===== src/sv/c3c_pkg.sv =====
package c3c_pkg;

    localparam int MAX_WIDTH      = 1024;
    localparam int MAX_HEIGHT     = 4096;
    localparam int COEF_FRAC_BITS = 8;

    localparam int COL_W  = $clog2(MAX_WIDTH);
    localparam int ROW_W  = $clog2(MAX_HEIGHT);
    localparam int WCFG_W = 11;
    localparam int HCFG_W = 13;
    localparam int TAP_W  = 12;
    localparam int TLO_W  = 60;
    localparam int THI_W  = 48;
    localparam int CH_W   = 8;
    localparam int PIX_W  = 3 * CH_W;

    localparam int DATA_W  = 64;
    localparam int PADDR_W = 5;

    localparam logic [1:0] REG_WIDTH   = 2'd0;
    localparam logic [1:0] REG_HEIGHT  = 2'd1;
    localparam logic [1:0] REG_TAPS_LO = 2'd2;
    localparam logic [1:0] REG_TAPS_HI = 2'd3;

    localparam int K_MM = 0;
    localparam int K_ME = 1;
    localparam int K_BM = 2;
    localparam int K_BE = 3;

    typedef logic [PIX_W-1:0] t_pix;
    typedef t_pix [2:0] t_col;
    typedef t_pix [8:0] t_win;
    typedef logic [8:0][TAP_W-1:0] t_taps;

    typedef struct packed {
        logic [COL_W-1:0] col;
        logic [ROW_W-1:0] row;
        logic             done;
        logic             last;
    } t_tag;

endpackage


===== src/sv/c3c_cell.sv =====
module c3c_cell (
    input  logic          i_clk,
    input  logic          i_en,
    input  logic          i_load,
    input  c3c_pkg::t_col i_new,
    input  c3c_pkg::t_col i_nbr,
    output c3c_pkg::t_col o_col
);
    import c3c_pkg::*;

    t_col r_col;

    always_ff @(posedge i_clk) begin
        if (i_en) begin
            r_col <= i_load ? i_new : i_nbr;
        end
    end

    assign o_col = r_col;

endmodule


===== config.mk =====
export PLATFORM = sky130hd
export DESIGN_NAME = c3c_cell
export DESIGN_NICKNAME = d
export VERILOG_FILES = /design/src/sv/c3c_pkg.sv /design/src/sv/c3c_cell.sv
export SDC_FILE = /design/constraint.sdc
export NUM_CORES = 1
export LEC_CHECK = 0
export ABC_AREA = 1
export BUFFER_PORTS_ARGS = -buffer_cell sky130_fd_sc_hd__buf_2
export CAP_MARGIN = 25
export CORE_MARGIN = 2
export CORE_UTILIZATION = 37
export DETAILED_ROUTE_END_ITERATION = 12
export PLACE_DENSITY = 0.73
export SLEW_MARGIN = 10
export SYNTH_ARGS = -nofsm -noshare
export SYNTH_HDL_FRONTEND = slang
export SYNTH_SLANG_ARGS = --single-unit

===== constraint.sdc =====
create_clock -name i_clk -period 0.8 [get_ports i_clk]
set_input_delay 0.12 -clock i_clk [delete_from_list [all_inputs] [get_ports i_clk]]
set_output_delay 0.12 -clock i_clk [all_outputs]
set_load 0.01 [all_outputs]

Yosys cells after proc, flatten, opt, wreduce, memory -nomap -nowiden. Index checks and enable logic that the tools add are counted.

Multiplexer cells: 1.

Operator list (count): $mux W72 (1).

Register bits after elaboration: 72. Output and inout bits: 72. Logic and storage cells: 4.

Depth between registers and ports, before layout. Gate-level depths: netlist of the first run.

Depth after elaboration: 1. Gate-level depth with buffers: 5.

Worst setup path before layout of the first run. OpenSTA, ideal clock, no wires.

Path type: input port to flip-flop. From: input port i_load. To: register r_col (netlist bit o_col[10]) (data pin). Library setup time: 0.252 ns. Data arrival time: 0.492 ns. Data required time: 0.548 ns. Slack: 0.056 ns. Stages: 4. Path buffers: 2. Path through: buf_6 > buf_2 > nand2_1 > nand2_1.

Cells in the longest elaborated chain, start to end: 1.

RTL lines: start, declared (line c3c_cell.sv:4) `input logic i_load,`; $mux W72 (line c3c_cell.sv:15) `r_col <= i_load ? i_new : i_nbr;`; end signal, assigned (line c3c_cell.sv:15); end, declared (line c3c_cell.sv:11) `t_col r_col;`.

Every way passes these cells. A chain may end at the register's enable or synchronous reset.

Worst setup path after layout of the first run.
From: register r_col (netlist bit o_col[1]). To: output port o_col[1] (netlist bit).

RTL lines: end, declared (line c3c_cell.sv:7) `output c3c_pkg::t_col o_col`.

No word-level cell between the ends.

==> results of run 1 <==
==> worst max path at each step <==
stage / start / endpoint / slack [ns] / cells past startpoint
floorplan: i_load / o_col[10] / 0.06 / 4
global placement: i_load / o_col[1] / -0.16 / 4
detailed placement: i_load / o_col[1] / -0.20 / 4
CTS: o_col[1] / o_col[1] / -0.24 / 1
global route: o_col[1] / o_col[1] / -0.25 / 1
finish: o_col[1] / o_col[1] / -0.21 / 1
==> logic make-up (layout without fill, tap and decap cells) <==
group                  count (synthesis)  count (layout)  synth area share
AND/OR/NAND/NOR                      216             216             0.261
buffers and inverters                 16             237            0.0439
flip-flops                            72              72             0.695
==> routing by layer <==
metal	share of wire	global-route usage	up-vias
met4	0.018	0.0821	0
met3	0.11	0.0561	13
met5	0	0	-
li1	-	-	1408
met1	0.37	0.168	1191
met2	0.51	0.283	141
==> area by class of cell <==
| cell class | instances | area (µm²) | share of cell area |
|---|---|---|---|
| tap | 105 | 131 | 0.0295 |
| clock inverter | 5 | 58.8 | 0.0132 |
| clock buffer | 10 | 128 | 0.0286 |
| sequential | 72 | 2160 | 0.485 |
| inverter | 1 | 8.76 | 0.00197 |
| multi-input combinational | 216 | 811 | 0.182 |
| timing repair buffer | 221 | 1160 | 0.260 |
==> repair_timing <==
item,CTS,global route
setup endpoints to repair,72,72
resized for setup,0,1
gates cloned,0,0
==> power groups by stage <==
stage / Clock [mW] / Combinational, mW / Sequential, mW
5_1_grt: 2.97 / 1.53 / 4.67
6_report: 2.73 / 1.37 / 4.63
4_1_cts: 2.84 / 1.39 / 4.64
3_5_place_dp: 0 / 1.38 / 4.72
2_1_floorplan: 0 / 0.377 / 4.93
3_3_place_gp: 0 / 1.36 / 4.71
==> cell usage in the layout, fill, tap and decap left out <==
master,synthesis,routed
buf_2,6,217
nand2_1,216,216
edfxtp_1,72,72
clkbuf_8,0,9
buf_12,0,3
clkinvlp_4,0,2
inv_6,1,1
clkbuf_1,0,1
clkinv_4,0,1
clkinv_2,0,1
bufinv_16,0,1
buf_6,8,1
==> run metrics, run 1 <==
starting density of the core 0.380; Area Growth Syn to Fin 43.3%; Hold Crit Start i_nbr[39]; CTS Buf Count 9; Gate power share 0.157; I/O Buffers around 220; #FFs+latches synth just over 70; post-place setup slack -0.201 ns; Post-synth top cells nand2_1 (216), edfxtp_1 (72), buf_6 (8); vias in the first global route 2576; Largest register FFs 72; pin count of the biggest net entering global routing 73; total congestion overflow 0; warnings from Yosys 0; Reg clk slew, reported paths about 0.08 ns; final wirelength approximately 7.6 mm; Util after Layout 0.545; RD Place Congestion approximately 0.76; Inst Count DP roughly 620; Post-synth EDFFs 72; Chip Height 95.7 µm; CP max FO 1; WHS 0.0439 ns; Post-synth ARST share 0; first-pass GRT wire length 11.1 mm; top-count cell post-synth nand2_1; Worst Hold Endpoint o_col[39]; Worst EP required approximately 0.68 ns; fillers 752; Syn Nets roughly 450; clock buffer depth 2; Final Net Count 668; CP Launch Type flip-flop; Root Driver clkbuf_8; full die area 9150 µm²; critical path, cell by cell buf_2; final setup violation count between 70 and 80; PnR worst setup slack -0.212 ns; standard-cell rows 33; Final period util 1.26; antenna diode count 0; Placement Cell Area approximately 4300 µm²; PD cells just under 2000 nW/µm²; Syn Area/Cell 10.2 µm²; RSZ-0062 raised after global routing yes; total power between 8 and 9 mW; Iter 0 DRT Violations between 90 and 100; area of the core between 8000 and 9000 µm²; Slew @ Worst Pin between 0.4 and 0.5 ns; WL per Instance roughly 12 µm; final non-filler cell total 630; relative slew slack 0.671; Max H-tree Level 3; failing checks negative setup slack; NetSw about 2.1 mW; Pint 6.61 mW; finished layout cell area around 4500 µm²; Boundary Pins approximately 220; clock power share 0.313; type of destination of the critical path output pin; Vias per Instance 4.37; status finished, violations left; Cells after Synth approximately 300; CTS tree yes; # DRC 0; GRT Util Overall 0.161; WS Path Type flip-flop to output pin; sequential area share after synthesis 0.695; CP max stage delay between 0.4 and 0.5 ns; final hold violation count 0; max-slew violations 0; minimum clock period just over 1 ns; share of cells above drive strength 1 0.450; initial antenna violation count 0; Slowest cell on crit path edfxtp_1; Peak VDD IR around 1000 µV; top post-synthesis cells by area edfxtp_1 (70%), nand2_1 (26%), buf_6 (2.9%); CP arrival approximately 0.89 ns; die width approximately 96 µm; Sum Neg Setup Slack -11.29 ns; DR pass1 iterations 4; Worst Hold Class input pin to flip-flop; fmax 0.988 GHz; via count approximately 2800; Post-Syn Area 3110 µm²; DP Wirelength ~5.6 mm; CTS sink count 72; Bufs and invs on worst path 1; CTS Hold Bufs 0; Top delay family on crit path flip-flops; # Max-Cap Violations 0; most used flip-flop cell after synthesis edfxtp_1; switch share 0.244; share of the synthesized area in the top cell type 0.695; Seq pwr share 0.530; Synth area leader edfxtp_1; setup repair bufs after CTS 0; Hold Path Stages 3; Netlist cell types 6; P_leak approximately 2.3 nW; antenna-violating nets left 0
(Power assumes the default switching activity.)
==> inputs of run 2 (changes only) <==
--- a/config.mk
+++ b/config.mk
@@ -8,7 +8,6 @@
 export ABC_AREA = 1
 export BUFFER_PORTS_ARGS = -buffer_cell sky130_fd_sc_hd__buf_2
 export CAP_MARGIN = 25
-export CORE_MARGIN = 2
 export CORE_UTILIZATION = 37
 export DETAILED_ROUTE_END_ITERATION = 12
 export PLACE_DENSITY = 0.73
==> run 2 against run 1 <==
Compared with the run above:
- the flow still finishes with violations (negative setup slack)
- largest power group unchanged
- power decreased by 0.31%
- clock power about the same
- sequential share of layout area decreased by 0.14 points
- combinational power about the same
- final cell count increased by 0.16%
- non-clock buffer count increased by 1
- setup slack improved by 0.020 ns
- via count increased by 0.44%
- die area decreased by 4.1%
- utilization increased by 0.15 points
==> run metrics, run 2 (synthesis gave the netlist of run 1 again) <==
setup repair bufs after CTS 0; Top delay family on crit path flip-flops; final hold violation count 0; initial antenna violation count 0; RSZ-0062 raised after global routing yes; share of cells above drive strength 1 0.451; DP Wirelength about 5.5 mm; fmax 1.01 GHz; CP max FO 1; max-slew violations 0; clock buffer depth 2; met1 Usage GRT 0.185; GRT Util Overall 0.173; CTS sink count 72; CTS Hold Bufs 0; Slowest cell on crit path edfxtp_1; Worst Hold Class input pin to flip-flop; GR Util met2 0.311; failing checks negative setup slack; CP Depth 1; crit path capture o_col[22]; P_leak around 2.3 nW; CP Launch Type flip-flop; PnR worst setup slack -0.191 ns; most common cell after layout, fill and taps aside buf_2; Root Driver clkbuf_8; Setup crit start o_col[22]; Slew @ Worst Pin roughly 0.50 ns; most frequent cells in the layout buf_2 (218), nand2_1 (216), edfxtp_1 (72), clkbuf_8 (9), buf_12 (4); finished layout cell area about 4500 µm²; final setup violation count 72; area of the core a little over 8000 µm²; relative slew slack 0.663; antenna-violating nets left 0; type of destination of the critical path output pin; antenna diode count 0; pin count of the biggest net entering global routing 73; DR pass1 iterations 4; Top Usage Layer GRT met2; CTS Buf Count 9; Largest register FFs around 70; fillers between 700 and 800; I/O Buffers ~220; WL per Instance around 12 µm; WS Path Type flip-flop to output pin; PD cells around 2000 nW/µm²; Bufs and invs on worst path 1; die width 93.7 µm; critical path, cell by cell buf_2; Sum Neg Setup Slack -11.27 ns; CP max stage delay around 0.38 ns; post-CTS sizing 0; Worst EP required approximately 0.68 ns; vias in the first global route around 2600; standard-cell rows 33; total congestion overflow 0; CP arrival 0.87 ns; met3 usage 0.0461; Peak VDD IR between 900 and 1000 µV; # Max-Cap Violations 0; Final period util 1.24; Boundary Pins about 220; Reg clk slew, reported paths about 0.08 ns; CTS tree yes; Iter 0 DRT Violations 76; Area Growth Syn to Fin 43.7%; via count roughly 2800; # DRC 0; Util after Layout 0.547; first-pass GRT wire length between 10 and 15 mm; minimum clock period 0.991 ns; RD Place Congestion 0.751; Placement Cell Area approximately 4300 µm²; Final Net Count 669; Max H-tree Level 3; full die area 8770 µm²; status finished, violations left; Vias per Instance roughly 4.4; starting density of the core 0.380; Chip Height 93.7 µm; final wirelength ~7.5 mm; WHS about 0.045 ns
==> run 2: cell count changes in the layout (fill, tap and decap cells not counted), sizes merged <==
cell,delta
clkbuf,-1
clkinvlp,+1
buf,+1
==> run 2: cell type report <==
class | count | area [µm²] | area share
clock buffer | 9 | 124 | 0.0277
multi-input combinational | 216 | 811 | 0.181
sequential | 72 | 2160 | 0.484
timing repair buffer | 222 | 1170 | 0.262
clock inverter | 6 | 61.3 | 0.0137
inverter | 1 | 8.76 | 0.00196
tap | 105 | 131 | 0.0294
==> run 2: worst min path at each step <==
stage	start	to	slack (ns)	cells after the start
after detailed placement	i_nbr[50]	o_col[50]	0.39	3
after global routing	i_nbr[37]	o_col[37]	0.03	3
after CTS	i_nbr[50]	o_col[50]	0.02	3
after floorplan	i_en	o_col[0]	0.23	0
after global placement	i_nbr[11]	o_col[11]	0.38	3
final	i_nbr[31]	o_col[31]	0.04	3
==> run 2: metrics by stage <==
stage	setup WS, ns	cells	power (mW)
5_1_grt	-0.243	631	9.14
2_1_floorplan	0.0562	304	5.30
4_1_cts	-0.221	631	8.82
3_3_place_gp	-0.225	616	6.08
6_report	-0.191	631	8.71
3_5_place_dp	-0.216	616	6.11
==> run 2: power by group <==
part           total (mW)  internal, mW  switching [mW]
Combinational        1.38         0.631           0.752
Sequential           4.63          4.56          0.0733
Clock                2.70          1.41            1.29
==> run 2: per-layer routing <==
| layer | wire, µm | up-vias |
|---|---|---|
| met1 | 2830 | 1203 |
| li1 | - | 1409 |
| met5 | 0 | - |
| met2 | 3810 | 139 |
| met3 | 674 | 14 |
| met4 | 146 | 0 |
